===== config.mk =====
export PLATFORM = sky130hd
export DESIGN_NAME = servo_move_queue_sequencer_core
export DESIGN_NICKNAME = d
export VERILOG_FILES = /design/src/rtl/smq_pkg.sv /design/src/rtl/smq_cell.sv /design/src/rtl/smq_seq.sv /design/src/rtl/servo_move_queue_sequencer_core.sv
export VERILOG_INCLUDE_DIRS = /design/src /design/src/rtl
export SDC_FILE = /design/constraint.sdc
export NUM_CORES = 1
export LEC_CHECK = 0
export ABC_AREA = 1
export BUFFER_PORTS_ARGS = -buffer_cell sky130_fd_sc_hd__buf_2
export CAP_MARGIN = 20
export CORE_ASPECT_RATIO = 1.2
export CORE_MARGIN = 4
export CORE_UTILIZATION = 50
export CTS_BUF_LIST = sky130_fd_sc_hd__clkbuf_2
export CTS_CLUSTER_DIAMETER = 30
export CTS_CLUSTER_SIZE = 20
export DETAILED_ROUTE_END_ITERATION = 16
export PLACE_DENSITY = 0.66
export SYNTH_ARGS = -nofsm -noshare
export SYNTH_HDL_FRONTEND = slang
export SYNTH_HIERARCHICAL = 1
export SYNTH_SLANG_ARGS = --single-unit

===== constraint.sdc =====
create_clock -name clk -period 12.4 [get_ports clk]
set_input_delay 3.72 -clock clk [delete_from_list [all_inputs] [get_ports clk]]
set_output_delay 3.72 -clock clk [all_outputs]
set_load 0.03 [all_outputs]

===== src/rtl/servo_move_queue_sequencer_core_macros.svh =====
`ifndef SERVO_MOVE_QUEUE_SEQUENCER_CORE_MACROS_SVH
`define SERVO_MOVE_QUEUE_SEQUENCER_CORE_MACROS_SVH

// Check that cons holds in the same cycle as ante
`define SMQ_ASSERT_SAME(label, clk, rst_n, ante, cons, msg) \
	label: assert property (@(posedge clk) disable iff (!rst_n) (ante) |-> (cons)) \
		else $error(msg);

// Check that cons holds in the cycle after ante
`define SMQ_ASSERT_NEXT(label, clk, rst_n, ante, cons, msg) \
	label: assert property (@(posedge clk) disable iff (!rst_n) (ante) |=> (cons)) \
		else $error(msg);

`endif


===== src/rtl/smq_pkg.sv =====
package smq_pkg;

	// Default configuration
	localparam int QUEUE_DEPTH_DEF = 16;
	localparam int CHANNELS_DEF    = 4;

	// Field widths
	localparam int OP_W     = 4;
	localparam int IDX_W    = 2;
	localparam int POS_W    = 10;
	localparam int MEAS_W   = 12;
	localparam int TOL_W    = 10;
	localparam int CMP_W    = 11;
	localparam int STATUS_W = 8;
	localparam int VEC_W    = 4;
	localparam int SLOT_W   = 4;
	localparam int COUNT_W  = 4;

	// Constants
	localparam logic [TOL_W-1:0] TOL_RESET    = 10'd10;
	localparam int               PULSE_OFFSET = 250;
	localparam int               POS_MAX      = 1000;
	localparam int               COUNT_MAX    = 15;

	typedef enum logic [OP_W-1:0] {
		OP_ARM         = 4'd0,
		OP_DISARM      = 4'd1,
		OP_DISARM_ALL  = 4'd2,
		OP_SET_POS     = 4'd3,
		OP_POLL        = 4'd4,
		OP_CHECK       = 4'd5,
		OP_COMPLETE    = 4'd6,
		OP_CLEAR       = 4'd7,
		OP_CLEAR_CHAN  = 4'd8
	} op_t;

	typedef enum logic [1:0] {
		ST_DISARMED = 2'd0,
		ST_ARMED    = 2'd1,
		ST_MOVING   = 2'd2,
		ST_ERROR    = 2'd3
	} ch_state_t;

	typedef enum logic [1:0] {
		SQ_IDLE,
		SQ_ROT,
		SQ_SORT,
		SQ_FIN
	} seq_state_t;

	// One ring slot as it travels along the chain
	typedef struct packed {
		logic             keep;
		logic [IDX_W-1:0] chan;
		logic [POS_W-1:0] pos;
	} slot_t;

	// Sequencer to cells
	typedef struct packed {
		logic mark;
		logic rot;
		logic sort;
		logic phase;
	} cell_ctl_t;

	// Sequencer to top level
	typedef struct packed {
		logic busy;
		logic fin;
	} seq_stat_t;

	typedef struct packed {
		logic                done_res;
		logic [STATUS_W-1:0] status_word;
		logic [IDX_W-1:0]    event_channel;
		logic                compare_valid;
		logic [CMP_W-1:0]    compare_value;
		logic [VEC_W-1:0]    pwm_enables;
		logic [VEC_W-1:0]    reset_lines;
		logic                reset_pulse;
		logic                move_failed;
		logic [SLOT_W-1:0]   failed_slot;
		logic [COUNT_W-1:0]  queue_count;
	} res_t;

endpackage


===== src/rtl/smq_cell.sv =====
module smq_cell import smq_pkg::*; #(
	parameter int DEPTH = QUEUE_DEPTH_DEF,
	parameter int PTR_W = $clog2(QUEUE_DEPTH_DEF),
	parameter int IDX   = 0
) (
	input  logic             clk,
	input  logic             arst_n,
	input  cell_ctl_t        ctl,
	input  logic             push,
	input  logic [PTR_W-1:0] head,
	input  logic [PTR_W-1:0] tail,
	input  logic [IDX_W-1:0] rm_chan,
	input  logic [IDX_W-1:0] wr_chan,
	input  logic [POS_W-1:0] wr_pos,
	input  slot_t            left,
	input  slot_t            right,
	output slot_t            slot
);

	localparam logic [PTR_W-1:0] ME       = PTR_W'(IDX);
	localparam logic             PAR      = 1'(IDX % 2);
	localparam bit               LEFT_OK  = (IDX + 1 < DEPTH);
	localparam bit               RIGHT_OK = (IDX > 0);

	logic             keep_q;
	logic [IDX_W-1:0] chan_q;
	logic [POS_W-1:0] pos_q;
	slot_t            slot_d;
	logic             in_range;
	logic             is_left;

	// Slot lies between head and tail of the ring
	always_comb begin
		if (head <= tail) begin
			in_range = (ME >= head) && (ME < tail);
		end else begin
			in_range = (ME >= head) || (ME < tail);
		end
	end

	assign is_left = (PAR == ctl.phase);

	// Load, mark, rotate or swap with a neighbour
	always_comb begin
		slot_d = '{keep: keep_q, chan: chan_q, pos: pos_q};
		if (push && (tail == ME)) begin
			slot_d.chan = wr_chan;
			slot_d.pos  = wr_pos;
		end else if (ctl.mark) begin
			slot_d.keep = in_range && (chan_q != rm_chan);
		end else if (ctl.rot) begin
			slot_d = right;
		end else if (ctl.sort) begin
			if (LEFT_OK && is_left && !keep_q && right.keep) begin
				slot_d = right;
			end else if (RIGHT_OK && !is_left && !left.keep && keep_q) begin
				slot_d = left;
			end
		end
	end

	always_ff @(posedge clk or negedge arst_n) begin
		if (!arst_n) begin
			keep_q <= 1'b0;
		end else begin
			keep_q <= slot_d.keep;
		end
	end

	always_ff @(posedge clk) begin
		chan_q <= slot_d.chan;
		pos_q  <= slot_d.pos;
	end

	assign slot = '{keep: keep_q, chan: chan_q, pos: pos_q};

endmodule


===== src/rtl/smq_seq.sv =====
module smq_seq import smq_pkg::*; #(
	parameter int DEPTH = QUEUE_DEPTH_DEF,
	parameter int PTR_W = $clog2(QUEUE_DEPTH_DEF)
) (
	input  logic             clk,
	input  logic             arst_n,
	input  logic             start,
	input  logic [PTR_W-1:0] head,
	input  logic             keep0,
	input  logic             out_free,
	output cell_ctl_t        ctl,
	output seq_stat_t        stat,
	output logic [PTR_W-1:0] live_cnt
);

	localparam int CNT_W = PTR_W + 1;

	seq_state_t       state_q;
	seq_state_t       state_d;
	logic [CNT_W-1:0] cnt_q;
	logic [PTR_W-1:0] live_q;
	logic [CNT_W-1:0] last_rot;

	// Full turn for counting, then head more steps to bring the head slot to cell 0
	assign last_rot = CNT_W'(DEPTH - 1) + CNT_W'(head);

	// Next state
	always_comb begin
		state_d = state_q;
		case (state_q)
			SQ_IDLE: begin
				if (start) state_d = SQ_ROT;
			end
			SQ_ROT: begin
				if (cnt_q == last_rot) state_d = SQ_SORT;
			end
			SQ_SORT: begin
				if (cnt_q == CNT_W'(DEPTH - 1)) state_d = SQ_FIN;
			end
			SQ_FIN: begin
				if (out_free) state_d = SQ_IDLE;
			end
			default: state_d = SQ_IDLE;
		endcase
	end

	// Outputs
	always_comb begin
		ctl.mark  = (state_q == SQ_IDLE) && start;
		ctl.rot   = (state_q == SQ_ROT);
		ctl.sort  = (state_q == SQ_SORT);
		ctl.phase = cnt_q[0];
		stat.busy = (state_q != SQ_IDLE);
		stat.fin  = (state_q == SQ_FIN) && out_free;
	end

	// Step counter and live-slot count
	always_ff @(posedge clk or negedge arst_n) begin
		if (!arst_n) begin
			state_q <= SQ_IDLE;
			cnt_q   <= '0;
			live_q  <= '0;
		end else begin
			state_q <= state_d;
			if (state_d != state_q) begin
				cnt_q <= '0;
			end else if ((state_q == SQ_ROT) || (state_q == SQ_SORT)) begin
				cnt_q <= cnt_q + CNT_W'(1);
			end
			if (ctl.mark) begin
				live_q <= '0;
			end else if ((state_q == SQ_ROT) && (cnt_q < CNT_W'(DEPTH))) begin
				live_q <= live_q + PTR_W'(keep0);
			end
		end
	end

	assign live_cnt = live_q;

endmodule


===== src/rtl/servo_move_queue_sequencer_core.sv =====
// Disarm or clear channel on a non-empty ring walks the chain of slot cells:
// rotate steps, odd-even sort rounds and a finish state that waits for a free
// result register, where its result word is registered. Every other command's
// word is registered as the command is accepted, and one word a cycle is taken
// while the result register drains and no removal pass is running.
// Reset: arst_n clears channel states, ring pointers, PWM and enable lines and
// sets the tolerance to 10; ring slot channels and positions are not cleared.
`include "servo_move_queue_sequencer_core_macros.svh"

module servo_move_queue_sequencer_core import smq_pkg::*; #(
	parameter int QUEUE_DEPTH = QUEUE_DEPTH_DEF,
	parameter int CHANNELS    = CHANNELS_DEF
) (
	input  logic                     clk,
	input  logic                     arst_n,
	input  logic                     cfg_we,
	input  logic [TOL_W-1:0]         cfg_wdata,
	input  logic                     in_valid,
	output logic                     in_ready,
	input  logic [OP_W-1:0]          op,
	input  logic [IDX_W-1:0]         servo_index,
	input  logic [POS_W-1:0]         position,
	input  logic signed [MEAS_W-1:0] measured_position,
	input  logic                     success,
	output logic                     out_valid,
	input  logic                     out_ready,
	output logic                     done_res,
	output logic [STATUS_W-1:0]      status_word,
	output logic [IDX_W-1:0]         event_channel,
	output logic                     compare_valid,
	output logic [CMP_W-1:0]         compare_value,
	output logic [VEC_W-1:0]         pwm_enables,
	output logic [VEC_W-1:0]         reset_lines,
	output logic                     reset_pulse,
	output logic                     move_failed,
	output logic [SLOT_W-1:0]        failed_slot,
	output logic [COUNT_W-1:0]       queue_count
);

	localparam int PTR_W  = $clog2(QUEUE_DEPTH);
	localparam int SPAN_W = PTR_W + 1;

	logic [TOL_W-1:0]    tol_q;
	ch_state_t           cs_q [CHANNELS];
	ch_state_t           cs_d [CHANNELS];
	logic [CHANNELS-1:0] pwm_q, pwm_d;
	logic [CHANNELS-1:0] en_q, en_d;
	logic [PTR_W-1:0]    head_q, head_d, tail_q, tail_d;
	logic [PTR_W-1:0]    head_inc, tail_inc;
	res_t                res_q, res_d;
	logic                out_valid_q;

	slot_t               slots [QUEUE_DEPTH];
	slot_t               head_slot;
	cell_ctl_t           cell_ctl;
	seq_stat_t           seq_stat;
	logic [PTR_W-1:0]    live_cnt;

	logic                accept, out_free, nonempty, full, idx_ok;
	logic                push, start;
	logic [CHANNELS-1:0] idx_hit, hc_hit;
	ch_state_t           st_idx;
	logic [IDX_W-1:0]    hc;
	logic [POS_W-1:0]    hp;
	logic signed [MEAS_W:0] diff;
	logic [MEAS_W-1:0]   pos_err;
	logic [SPAN_W-1:0]   span;
	logic [STATUS_W-1:0] status_v;
	logic [VEC_W-1:0]    pwm_v, en_v;

	// Handshake
	assign out_free = !out_valid_q || out_ready;
	assign in_ready = !seq_stat.busy && out_free;
	assign accept   = in_valid && in_ready;

	// Ring pointers
	assign nonempty  = (head_q != tail_q);
	assign head_inc  = (head_q == PTR_W'(QUEUE_DEPTH - 1)) ? '0 : head_q + PTR_W'(1);
	assign tail_inc  = (tail_q == PTR_W'(QUEUE_DEPTH - 1)) ? '0 : tail_q + PTR_W'(1);
	assign full      = (tail_inc == head_q);
	assign head_slot = slots[head_q];
	assign hc        = head_slot.chan;
	assign hp        = head_slot.pos;

	// Channel decode
	assign idx_ok = (32'(servo_index) < CHANNELS);
	always_comb begin
		for (int c = 0; c < CHANNELS; c++) begin
			idx_hit[c] = idx_ok && (32'(servo_index) == c);
			hc_hit[c]  = (32'(hc) == c);
		end
	end

	always_comb begin
		st_idx = ST_DISARMED;
		for (int c = 0; c < CHANNELS; c++) begin
			if (idx_hit[c]) st_idx = cs_q[c];
		end
	end

	// Distance between head position and feedback
	assign diff = $signed({{(MEAS_W + 1 - POS_W){1'b0}}, hp})
		- $signed({measured_position[MEAS_W-1], measured_position});
	assign pos_err = diff[MEAS_W] ? MEAS_W'(-diff) : MEAS_W'(diff);

	// Command decode and next state
	always_comb begin
		cs_d   = cs_q;
		pwm_d  = pwm_q;
		en_d   = en_q;
		head_d = head_q;
		tail_d = tail_q;
		push   = 1'b0;
		start  = 1'b0;
		res_d  = '0;
		if (accept) begin
			case (op)
				OP_ARM: begin
					for (int c = 0; c < CHANNELS; c++) begin
						if (idx_hit[c]) begin
							cs_d[c] = ST_ARMED;
							en_d[c] = 1'b1;
						end
					end
				end
				OP_DISARM: begin
					for (int c = 0; c < CHANNELS; c++) begin
						if (idx_hit[c]) begin
							cs_d[c]  = ST_DISARMED;
							pwm_d[c] = 1'b0;
							en_d[c]  = 1'b0;
						end
					end
					start = idx_ok && nonempty;
				end
				OP_DISARM_ALL: begin
					for (int c = 0; c < CHANNELS; c++) begin
						cs_d[c] = ST_DISARMED;
					end
					pwm_d = '0;
					en_d  = '0;
					// every queued move belongs to some channel, so the ring empties
					if (nonempty) begin
						head_d = '0;
						tail_d = '0;
					end
				end
				OP_SET_POS: begin
					if (idx_ok && (st_idx inside {ST_ARMED, ST_MOVING}) && !full) begin
						push   = 1'b1;
						tail_d = tail_inc;
					end
				end
				OP_POLL: begin
					if (nonempty) begin
						if (hp <= POS_W'(POS_MAX)) begin
							res_d.compare_valid = 1'b1;
							res_d.compare_value = CMP_W'(hp) + CMP_W'(PULSE_OFFSET);
						end
						for (int c = 0; c < CHANNELS; c++) begin
							if (hc_hit[c]) begin
								cs_d[c]  = ST_MOVING;
								pwm_d[c] = 1'b1;
							end
						end
						res_d.done_res      = 1'b1;
						res_d.event_channel = hc;
					end
				end
				OP_CHECK: begin
					if (nonempty) begin
						res_d.done_res = (pos_err <= {{(MEAS_W - TOL_W){1'b0}}, tol_q});
					end
				end
				OP_COMPLETE: begin
					if (nonempty) begin
						for (int c = 0; c < CHANNELS; c++) begin
							if (hc_hit[c]) begin
								pwm_d[c] = 1'b0;
								cs_d[c]  = success ? ST_ARMED : ST_ERROR;
								en_d[c]  = 1'b1;
							end
						end
						if (!success) begin
							res_d.move_failed = 1'b1;
							res_d.failed_slot = SLOT_W'(head_q);
						end
						head_d              = head_inc;
						res_d.reset_pulse   = 1'b1;
						res_d.event_channel = hc;
					end
				end
				OP_CLEAR: begin
					head_d = '0;
					tail_d = '0;
				end
				OP_CLEAR_CHAN: begin
					start = idx_ok && nonempty;
				end
				default: begin
				end
			endcase
		end
		// Compacted ring restarts at slot 0
		if (seq_stat.fin) begin
			head_d = '0;
			tail_d = live_cnt;
		end
		res_d.status_word = status_v;
		res_d.pwm_enables = pwm_v;
		res_d.reset_lines = en_v;
		res_d.queue_count = (32'(span) > COUNT_MAX) ? COUNT_W'(COUNT_MAX) : COUNT_W'(span);
	end

	// Queue fill after this word
	always_comb begin
		span = {1'b0, tail_d} - {1'b0, head_d};
		if (tail_d < head_d) span = span + SPAN_W'(QUEUE_DEPTH);
	end

	// Pack the first four channels into the result
	for (genvar g = 0; g < 4; g++) begin : g_pack
		if (g < CHANNELS) begin : g_live
			assign status_v[2*g +: 2] = cs_d[g];
			assign pwm_v[g]           = pwm_d[g];
			assign en_v[g]            = en_d[g];
		end else begin : g_none
			assign status_v[2*g +: 2] = 2'b00;
			assign pwm_v[g]           = 1'b0;
			assign en_v[g]            = 1'b0;
		end
	end

	// Chain of slot cells
	for (genvar g = 0; g < QUEUE_DEPTH; g++) begin : g_cell
		smq_cell #(
			.DEPTH(QUEUE_DEPTH),
			.PTR_W(PTR_W),
			.IDX  (g)
		) u_cell (
			.clk    (clk),
			.arst_n (arst_n),
			.ctl    (cell_ctl),
			.push   (push),
			.head   (head_q),
			.tail   (tail_q),
			.rm_chan(servo_index),
			.wr_chan(servo_index),
			.wr_pos (position),
			.left   (slots[(g + QUEUE_DEPTH - 1) % QUEUE_DEPTH]),
			.right  (slots[(g + 1) % QUEUE_DEPTH]),
			.slot   (slots[g])
		);
	end

	smq_seq #(
		.DEPTH(QUEUE_DEPTH),
		.PTR_W(PTR_W)
	) u_seq (
		.clk     (clk),
		.arst_n  (arst_n),
		.start   (start),
		.head    (head_q),
		.keep0   (slots[0].keep),
		.out_free(out_free),
		.ctl     (cell_ctl),
		.stat    (seq_stat),
		.live_cnt(live_cnt)
	);

	// Control state
	always_ff @(posedge clk or negedge arst_n) begin
		if (!arst_n) begin
			tol_q       <= TOL_RESET;
			for (int c = 0; c < CHANNELS; c++) begin
				cs_q[c] <= ST_DISARMED;
			end
			pwm_q       <= '0;
			en_q        <= '0;
			head_q      <= '0;
			tail_q      <= '0;
			out_valid_q <= 1'b0;
		end else begin
			if (cfg_we) tol_q <= cfg_wdata;
			cs_q   <= cs_d;
			pwm_q  <= pwm_d;
			en_q   <= en_d;
			head_q <= head_d;
			tail_q <= tail_d;
			if ((accept && !start) || seq_stat.fin) begin
				out_valid_q <= 1'b1;
			end else if (out_ready) begin
				out_valid_q <= 1'b0;
			end
		end
	end

	// Result word register
	always_ff @(posedge clk) begin
		if ((accept && !start) || seq_stat.fin) res_q <= res_d;
	end

	assign out_valid     = out_valid_q;
	assign done_res      = res_q.done_res;
	assign status_word   = res_q.status_word;
	assign event_channel = res_q.event_channel;
	assign compare_valid = res_q.compare_valid;
	assign compare_value = res_q.compare_value;
	assign pwm_enables   = res_q.pwm_enables;
	assign reset_lines   = res_q.reset_lines;
	assign reset_pulse   = res_q.reset_pulse;
	assign move_failed   = res_q.move_failed;
	assign failed_slot   = res_q.failed_slot;
	assign queue_count   = res_q.queue_count;

	`SMQ_ASSERT_NEXT(a_push_nonempty, clk, arst_n, push, head_q != tail_q,
		"ring empty after a queued move")
	`SMQ_ASSERT_NEXT(a_fin_head_zero, clk, arst_n, seq_stat.fin, head_q == '0,
		"compacted ring does not start at slot 0")
	`SMQ_ASSERT_NEXT(a_fin_result, clk, arst_n, seq_stat.fin, out_valid_q,
		"no result after removal pass")
	`SMQ_ASSERT_NEXT(a_word_result, clk, arst_n, accept && !start, out_valid_q,
		"no result after a one-cycle command")
	`SMQ_ASSERT_SAME(a_no_push_busy, clk, arst_n, seq_stat.busy, !push && !cell_ctl.mark,
		"ring written during removal pass")

endmodule


==> results of run 1 <==
[worst max-delay path by stage]
| stage | to | slack, ns | cells after the start |
|---|---|---|---|
| after detailed placement | in_ready | 4.46 | 4 |
| after CTS | in_ready | 4.46 | 4 |
| final | in_ready | 4.47 | 4 |
| after floorplan | in_ready | 4.49 | 2 |
| after global routing | in_ready | 4.42 | 4 |
| after global placement | in_ready | 4.48 | 4 |
[per-layer routing]
metal	vias up	track usage (%)	share of wire, %
met5	-	0	0
met4	0	15.1	5.6
met3	215	4.07	8.2
met2	1009	46.6	46
met1	10300	36.5	40
li1	10900	-	-
[through the flow]
| stage | utilization [%] | hold WS (ns) | std cells |
|---|---|---|---|
| after floorplan | - | 0.434 | 3260 |
| after global placement | 51.7 | 0.458 | 3865 |
| after detailed placement | 51.7 | 0.466 | 3865 |
| after CTS | 53.5 | 0.478 | 3997 |
| after global routing | 53.5 | 0.497 | 4000 |
| final | 53.5 | 0.475 | 4000 |
[critical path: stages]
cell and delay, ns:
buf_2 0.10, nor2_1 0.14, nor2_1 0.08, buf_2 0.18
[cell type report]
| class | instances | area, um2 |
|---|---|---|
| repair buffers | 124 | 716 |
| clock inverters | 43 | 379 |
| well taps | 616 | 771 |
| flip-flops and latches | 295 | 8560 |
| fillers | 4597 | 21400 |
| multi-input cells | 2425 | 12200 |
| inverters | 406 | 1540 |
| diodes | 2 | 5.00 |
| clock buffers | 89 | 445 |
[power by group through the flow]
stage	clock [W]	sequential, W	combinational (W)
after global placement	0	0.00232	0.00322
after global routing	0.000864	0.00236	0.00381
final	0.000790	0.00233	0.00335
after floorplan	0	0.00217	0.00255
after detailed placement	0	0.00232	0.00332
after CTS	0.000817	0.00230	0.00333
[registers in the layout (all words and copies together), names as in the netlist, 5 cells and up]
| signal | count |
|---|---|
| g_cell.u_cell/pos_q | 160 |
| g_cell.u_cell/chan_q | 32 |
| g_cell.u_cell/keep_q | 16 |
| compare_value | 11 |
| tol_q | 10 |
| cs_q | 8 |
| status_word | 8 |
| u_seq/cnt_q | 5 |
[cells by family after synthesis]
| family | share of synthesized area (%) |
|---|---|
| AND/OR/NAND/NOR | 32.6 |
| adder cells (fa/ha/maj) | 5.63 |
| XOR/XNOR | 1.31 |
| multiplexers | 0.0482 |
| buffers and inverters | 11.1 |
| AO/OA/AOI/OAI | 12.8 |
| flip-flops | 36.6 |
[cell usage after synthesis, drive strengths merged (10+ instances only)]
library cell	number	share of area, %
a21oi	94	2.2
o211ai	17	0.67
nor3	14	0.36
a31oi	190	5.1
dfrtp	60	6.4
nand4	20	1.0
buf	127	4.4
o21ai	188	4.0
xor2	24	0.93
edfxtp	233	30
nand3	247	5.8
nand2	928	15
nor2	550	9.5
inv	402	6.5
xnor2	10	0.37
ha	102	5.5
==> tab_implementation.tex, run 1 <==
\begin{tabular}{lr}
\hline
Metric & Value \\
\hline
\multicolumn{2}{l}{\textbf{Global route}} \\
\quad Overall global routing resource usage & between 20\% and 30\% \\
\quad Global route overflow & 0 \\
\quad First-pass GRT wire length & between 100 and 150 mm \\
\quad Initial antenna violation count & 1 \\
\quad Pin count of the biggest net entering global routing & between 70 and 80 \\
\quad Via count of the first global-routing pass & roughly 21,000 \\
\multicolumn{2}{l}{\textbf{Floorplanning}} \\
\quad Number of rows in the core area & 86 \\
\quad Die Y-Extent & $\sim$240 um \\
\quad Die area & $\sim$0.05 mm2 \\
\quad Core outline area & about 0.046 mm2 \\
\quad Horizontal die dimension & 205 um \\
\quad Initial Util & approximately half \\
\quad \# IOs & just under 90 \\
\multicolumn{2}{l}{\textbf{Timing}} \\
\quad Tcrit/Tclk final & between 60\% and 70\% \\
\quad Slew at the pin with the worst max-slew slack & slightly below 1 ns \\
\quad Remaining max-slew budget at the tightest pin & approximately 34\% \\
\quad Setup repair after global routing missed its margin & false \\
\quad Total setup violations reported at the end of the flow & 0 \\
\quad Number of hold violations in the final report & 0 \\
\quad Post-layout minimum cycle time & about 7.9 ns \\
\quad Sum of negative setup slack & 0 ns \\
\quad Worst clock skew & between 0.06 and 0.07 ns \\
\quad Fin. max-slew vios & 0 \\
\quad Max frequency & around 130 MHz \\
\quad Minimum setup slack in the final design & 4.47 ns \\
\multicolumn{2}{l}{\textbf{Final layout}} \\
\quad Leading cell type in the layout, fill and taps excluded & nand2\_1 \\
\quad Finished layout cell area & around 0.025 mm2 \\
\quad Fraction of layout instances using a drive strength above 1 & 12.3\% \\
\quad Number of nets in the layout & approximately 3,500 \\
\quad Relative area change from synthesis to final layout & 5.49\% \\
\quad Top library cells by usage in the layout, fill and taps aside & nand2\_1, nor2\_1, inv\_1 \\
\multicolumn{2}{l}{\textbf{Critical path}} \\
\quad Worst Setup Path Type & input pin to output pin \\
\quad Number of cells traversed by the worst register-to-register path & 29 \\
\quad Critical path data required time & approximately 8.7 ns \\
\quad Type of element launching the critical path & input pin \\
\quad Largest driver fanout on the critical path & 2 \\
\quad Reg-to-reg startpoint & head\_q[0] \\
\quad Critical Path AT & $\sim$4.2 ns \\
\quad Crit path launch & out\_ready \\
\quad RR Endpoint & done\_res \\
\quad R2r setup slk & slightly below 6 ns \\
\quad Crit. End Element & output pin \\
\multicolumn{2}{l}{\textbf{Synth}} \\
\quad Commonest register cell after synthesis & edfxtp\_1 \\
\quad FFs w/ async S/R, synth & a little over a fifth \\
\quad Number of enable-type register cells in the synthesized netlist & around 230 \\
\quad Post-Synthesis Mean Instance Area & $\sim$7.2 um2 \\
\quad Post-synthesis instance area & 0.0234 mm2 \\
\quad Warnings from Yosys & 6 \\
\quad Synth cell types & 56 \\
\quad Fraction of the yosys area taken by sequential cells & 36.6\% \\
\quad Post-Synthesis Net Count & between 3,000 and 4,000 \\
\quad Seq cells post-synth & approximately 300 \\
\quad Number of standard cells after synthesis & around 3,300 \\
\multicolumn{2}{l}{\textbf{CTS}} \\
\quad Clk Latency, worst-skew pair & 1.00 ns \\
\quad Worst-case clock buffer depth & 3 \\
\quad Post-cts hold buffer count & 0 \\
\quad Reg clk slew, reported paths & 0.09 ns \\
\quad Number of buffers created by CTS & just over 70 \\
\quad Count of buffers added by post-CTS timing repair for setup & 0 \\
\quad Number of clock sinks seen by CTS & $\sim$300 \\
\quad Depth of the CTS H-tree & 3 \\
\quad CTS tree & done \\
\quad Number of gates resized after cts & 0 \\
\quad Cell at the root of the clock tree & clkbuf\_2 \\
\multicolumn{2}{l}{\textbf{Routing}} \\
\quad Number of detailed-routing iterations run before antenna repair & 6 \\
\quad Detail-routed via count per cell & approximately 5.6 \\
\quad Total wire length after detailed routing & a little over 70 mm \\
\quad Via count of the routed design & between 20,000 and 25,000 \\
\quad Routed length per instance & 18.1 um \\
\quad Count of nets left with antenna violations after detail routing & 0 \\
\quad Residual DRC count & 0 \\
\quad Iteration-0 DRC Markers & 1,895 \\
\multicolumn{2}{l}{\textbf{Power}} \\
\quad Pint & around 0.0032 W \\
\quad Worst vdd ir & 0.139 mV \\
\quad Cell leakage power & 11.4 nW \\
\quad Fraction of power spent switching nets & 49.9\% \\
\quad Fraction of power consumed by sequential logic & a little over a third \\
\quad Combinational Power Share & about 52\% \\
\quad Overall power consumption & between 0.006 and 0.007 W \\
\quad Power Dens Cells & 263 mW/mm2 \\
\quad Switching pwr & roughly 0.0032 W \\
\quad Clock Power Share & around an eighth \\
\multicolumn{2}{l}{\textbf{Placed design}} \\
\quad Final estimated routing congestion in global placement & 0.966 \\
\quad Count of port buffers added during placement & 86 \\
\quad DPL Wire Length & between 50 and 60 mm \\
\quad Post-Place Setup Slack & around 4.5 ns \\
\quad Placement-stage cell area & 0.0238 mm2 \\
\multicolumn{2}{l}{\textbf{Worst hold path}} \\
\quad Min-Delay Path Class & flop to flop \\
\quad Endpoint with the worst hold slack & u\_seq/live\_cnt[3] \\
\quad Number of cells on the worst hold path & 1 \\
\quad Min-delay src & u\_seq/live\_cnt[3] \\
\multicolumn{2}{l}{\textbf{Run}} \\
\quad Max-capacitance violation count & 0 \\
\multicolumn{2}{l}{\textbf{Status}} \\
\quad Run status & finished, final reports clean \\
\hline
\end{tabular}
No activity file was read; power rests on OpenSTA's default activity.
==> run 2, diff against run 1 <==
Settings changed: PLACE_DENSITY 0.66 to 0.68.
Clock period 12.4 ns to 6.7 ns, I/O delays scaled along.
==> run 2 against run 1 <==
Non-clock buffer count rose by 1. Sequential share of layout area fell by 0.13 points. Register-to-register slack got worse by 4.3 ns. Via count rose by 1.1%. Combinational power rose by 87%. First-iteration DRC count rose by 26%. Core utilization rose by 0.21 points. Count of clock-buffer cells in the layout fell by 1. Sequential power rose by 85%.
==> tab_implementation.tex, run 2 (synthesized netlist as in run 1, its figures left out) <==
\begin{tabular}{lr}
\hline
Metric & Value \\
\hline
\multicolumn{2}{l}{\textbf{Critical path}} \\
\quad Reg-to-reg startpoint & head\_q[0] \\
\quad Crit path launch & head\_q[0] \\
\quad Cell with the largest stage delay on the worst path & dfrtp\_4 \\
\quad Largest driver fanout on the critical path & 51 (+49) \\
\quad Worst Setup Path Type & flop to flop \\
\quad Critical Path AT & 5.95 ns (+1.74 ns) \\
\quad Crit. End Element & flop \\
\quad Type of element launching the critical path & flop \\
\quad Maximum cell stage delay along the critical path & 0.53 ns (+0.35 ns) \\
\quad Most numerous cell on the critical path & nand2\_1 \\
\quad Critical path data required time & 7.50 ns (-1.18 ns) \\
\multicolumn{2}{l}{\textbf{Placed design}} \\
\quad Count of port buffers added during placement & 86 (unchanged) \\
\quad Post-Place Cells & 3,866 (+0.026\%) \\
\quad Placement-stage cell area & 0.0238 mm2 (+0.14\%) \\
\quad Final estimated routing congestion in global placement & 0.955 (-1.1\%) \\
\quad DPL Wire Length & 52.5 mm (+1.7\%) \\
\multicolumn{2}{l}{\textbf{Floorplanning}} \\
\quad Die Y-Extent & 245 um (unchanged) \\
\quad Horizontal die dimension & 205 um (unchanged) \\
\quad Number of rows in the core area & 86 (unchanged) \\
\quad Core outline area & 0.0461 mm2 (unchanged) \\
\quad \# IOs & 87 (unchanged) \\
\quad Initial Util & 50.7\% (unchanged) \\
\quad Die area & 0.0503 mm2 (unchanged) \\
\multicolumn{2}{l}{\textbf{Worst hold path}} \\
\quad Min-Delay Path Class & flop to flop \\
\quad Min-delay src & u\_seq/live\_cnt[3] \\
\multicolumn{2}{l}{\textbf{CTS}} \\
\quad Cell at the root of the clock tree & clkbuf\_2 \\
\quad Number of gates resized after cts & 0 (unchanged) \\
\quad Reg clk slew, reported paths & 0.16 ns (+0.07 ns) \\
\quad Worst-case clock buffer depth & 3 (unchanged) \\
\quad Post-cts hold buffer count & 0 (unchanged) \\
\quad Count of buffers added by post-CTS timing repair for setup & 0 (unchanged) \\
\quad Clk Latency, worst-skew pair & 1.04 ns (+0.04 ns) \\
\quad CTS tree & done \\
\quad Number of clock sinks seen by CTS & 295 (unchanged) \\
\quad Depth of the CTS H-tree & 3 (unchanged) \\
\quad Number of buffers created by CTS & 72 (+1.4\%) \\
\multicolumn{2}{l}{\textbf{Timing}} \\
\quad Worst clock skew & 0.145 ns (+0.0757 ns) \\
\quad Total setup violations reported at the end of the flow & 0 (unchanged) \\
\quad Slew at the pin with the worst max-slew slack & 0.942 ns (-0.0490 ns) \\
\quad Fin. max-slew vios & 0 (unchanged) \\
\quad Setup repair after global routing missed its margin & false \\
\quad Max frequency & around 200 MHz \\
\quad Hold slack final & 0.491 ns (+0.0167 ns) \\
\quad Sum of negative setup slack & 0 ns (unchanged) \\
\quad Remaining max-slew budget at the tightest pin & 37.2\% (+3.3 points) \\
\quad Tcrit/Tclk final & between 70\% and 80\% \\
\quad Post-layout minimum cycle time & between 5 and 6 ns \\
\quad Number of hold violations in the final report & 0 (unchanged) \\
\multicolumn{2}{l}{\textbf{Power}} \\
\quad Worst vdd ir & 0.237 mV (+71\%) \\
\quad Cell leakage power & 11.5 nW (+0.25\%) \\
\quad Power Dens Cells & 490 mW/mm2 (+87\%) \\
\multicolumn{2}{l}{\textbf{Final layout}} \\
\quad Post-layout utilization of the core & 53.7\% (+0.21 points) \\
\quad Area of the multi-input gates & 0.0122 mm2 (unchanged) \\
\quad Relative area change from synthesis to final layout & 5.90\% \\
\quad Number of nets in the layout & 3,473 (+0.058\%) \\
\quad Post-route insts no fill & 3,997 (-0.075\%) \\
\quad Top library cells by usage in the layout, fill and taps aside & nand2\_1, nor2\_1, inv\_1 \\
\quad Fraction of layout instances using a drive strength above 1 & 12.3\% (-0.022 points) \\
\quad Count of fill cells added during filler insertion & 4,546 (-1.1\%) \\
\quad Top reg by flops & g\_cell.u\_cell/pos\_q \\
\quad Finished layout cell area & 0.0247 mm2 (+0.39\%) \\
\quad Leading cell type in the layout, fill and taps excluded & nand2\_1 \\
\quad Top flop regs & g\_cell.u\_cell/pos\_q: 160 flops, g\_cell.u\_cell/chan\_q: 32 flops, g\_cell.u\_cell/keep\_q: 16 flops \\
\quad Max FFs per register & 160 (unchanged) \\
\quad FF/Latch Area & 0.00856 mm2 (unchanged) \\
\multicolumn{2}{l}{\textbf{Routing}} \\
\quad Top Metal Used & met4 \\
\quad Iteration-0 DRC Markers & 2,389 (+26\%) \\
\quad Routed length per instance & 18.3 um (+1.2\%) \\
\quad Via count of the routed design & 22,700 (+1.1\%) \\
\quad Number of detailed-routing iterations run before antenna repair & 7 (+1) \\
\quad Sum of met2 wire segment lengths after detailed routing & 34.5 mm (+3.6\%) \\
\quad Routed length on met1 & 28.6 mm (-1.8\%) \\
\quad Residual DRC count & 0 (unchanged) \\
\quad Count of nets left with antenna violations after detail routing & 0 (unchanged) \\
\quad Detail-routed via count per cell & 5.67 (+1.2\%) \\
\quad Total wire length after detailed routing & 73.2 mm (+1.1\%) \\
\quad Met3 wire length & 6.21 mm (+4.7\%) \\
\multicolumn{2}{l}{\textbf{Global route}} \\
\quad Via count of the first global-routing pass & 21,200 (+1.2\%) \\
\quad Initial antenna violation count & 1 (unchanged) \\
\quad Pin count of the biggest net entering global routing & 119 (+55\%) \\
\quad Global route overflow & 0 (unchanged) \\
\quad First-pass GRT wire length & 114 mm (+0.51\%) \\
\quad Overall global routing resource usage & 28.6\% (+0.15 points) \\
\multicolumn{2}{l}{\textbf{Status}} \\
\quad Run status & finished, final reports clean \\
\multicolumn{2}{l}{\textbf{Run}} \\
\quad Max-capacitance violation count & 0 (unchanged) \\
\hline
\end{tabular}
-- run 2: cell count changes in the layout (fill, tap and decap cells not counted), moves of 2 or more --
cell | before | now
buf_12 | 0 | 2
clkinv_2 | 9 | 7
inv_2 | 34 | 31
bufinv_16 | 5 | 8
-- run 2: through the flow --
stage | setup slack (ns) | total power, W
2_1_floorplan | 1.43 | 0.00873
3_3_place_gp | 1.39 | 0.0103
3_5_place_dp | 1.37 | 0.0105
4_1_cts | 1.65 | 0.0121
5_1_grt | 1.11 | 0.0131
6_report | 1.56 | 0.0121
-- run 2: worst paths after layout --
path	cells after the start	slack (ns)	to
max	31	1.56	done_res
min	1	0.49	u_seq/live_cnt[3]
max reg2reg	31	1.56	done_res
min reg2reg	1	0.49	u_seq/live_cnt[3]
max in group asynchronous	2	4.51	tail_q[1]
min in group asynchronous	1	1.06	head_q[1]
-- run 2: worst max-delay path: cells and delay by family, from the launching register on --
kind                       cells  cell delay, ns
buffers and inverters          6            1.16
and+or+nand+nor               16            1.70
adders and majority gates      2            0.58
DFF                            1            0.53
AOI/OAI and AO/OA              6            0.80
xor gates and xnor gates       1            0.15
-- run 2: area by class of cell --
class,instances,share of cell area (%)
tap,616,3.11
clock inverter,41,1.82
timing repair buffer,125,3.02
multi-input combinational,2425,49.4
antenna,1,0.0101
inverter,406,6.23
clock buffer,88,1.78
sequential,295,34.6
-- run 2: layer usage --
layer / up-vias / GRT usage [%]
met5: - / 0
met4: 0 / 15.9
met3: 208 / 3.71
met2: 1129 / 47.4
met1: 10400 / 36.1
li1: 10900 / -
-- run 2: report_power, final --
group / leakage [nW] / internal (W) / switching, W / total [W]
Clock: 0.560 / 0.000709 / 0.000857 / 0.00157
Combinational: 7.85 / 0.00211 / 0.00415 / 0.00626
Sequential: 3.04 / 0.00329 / 0.00102 / 0.00431
Total: 11.5 / 0.00611 / 0.00603 / 0.0121
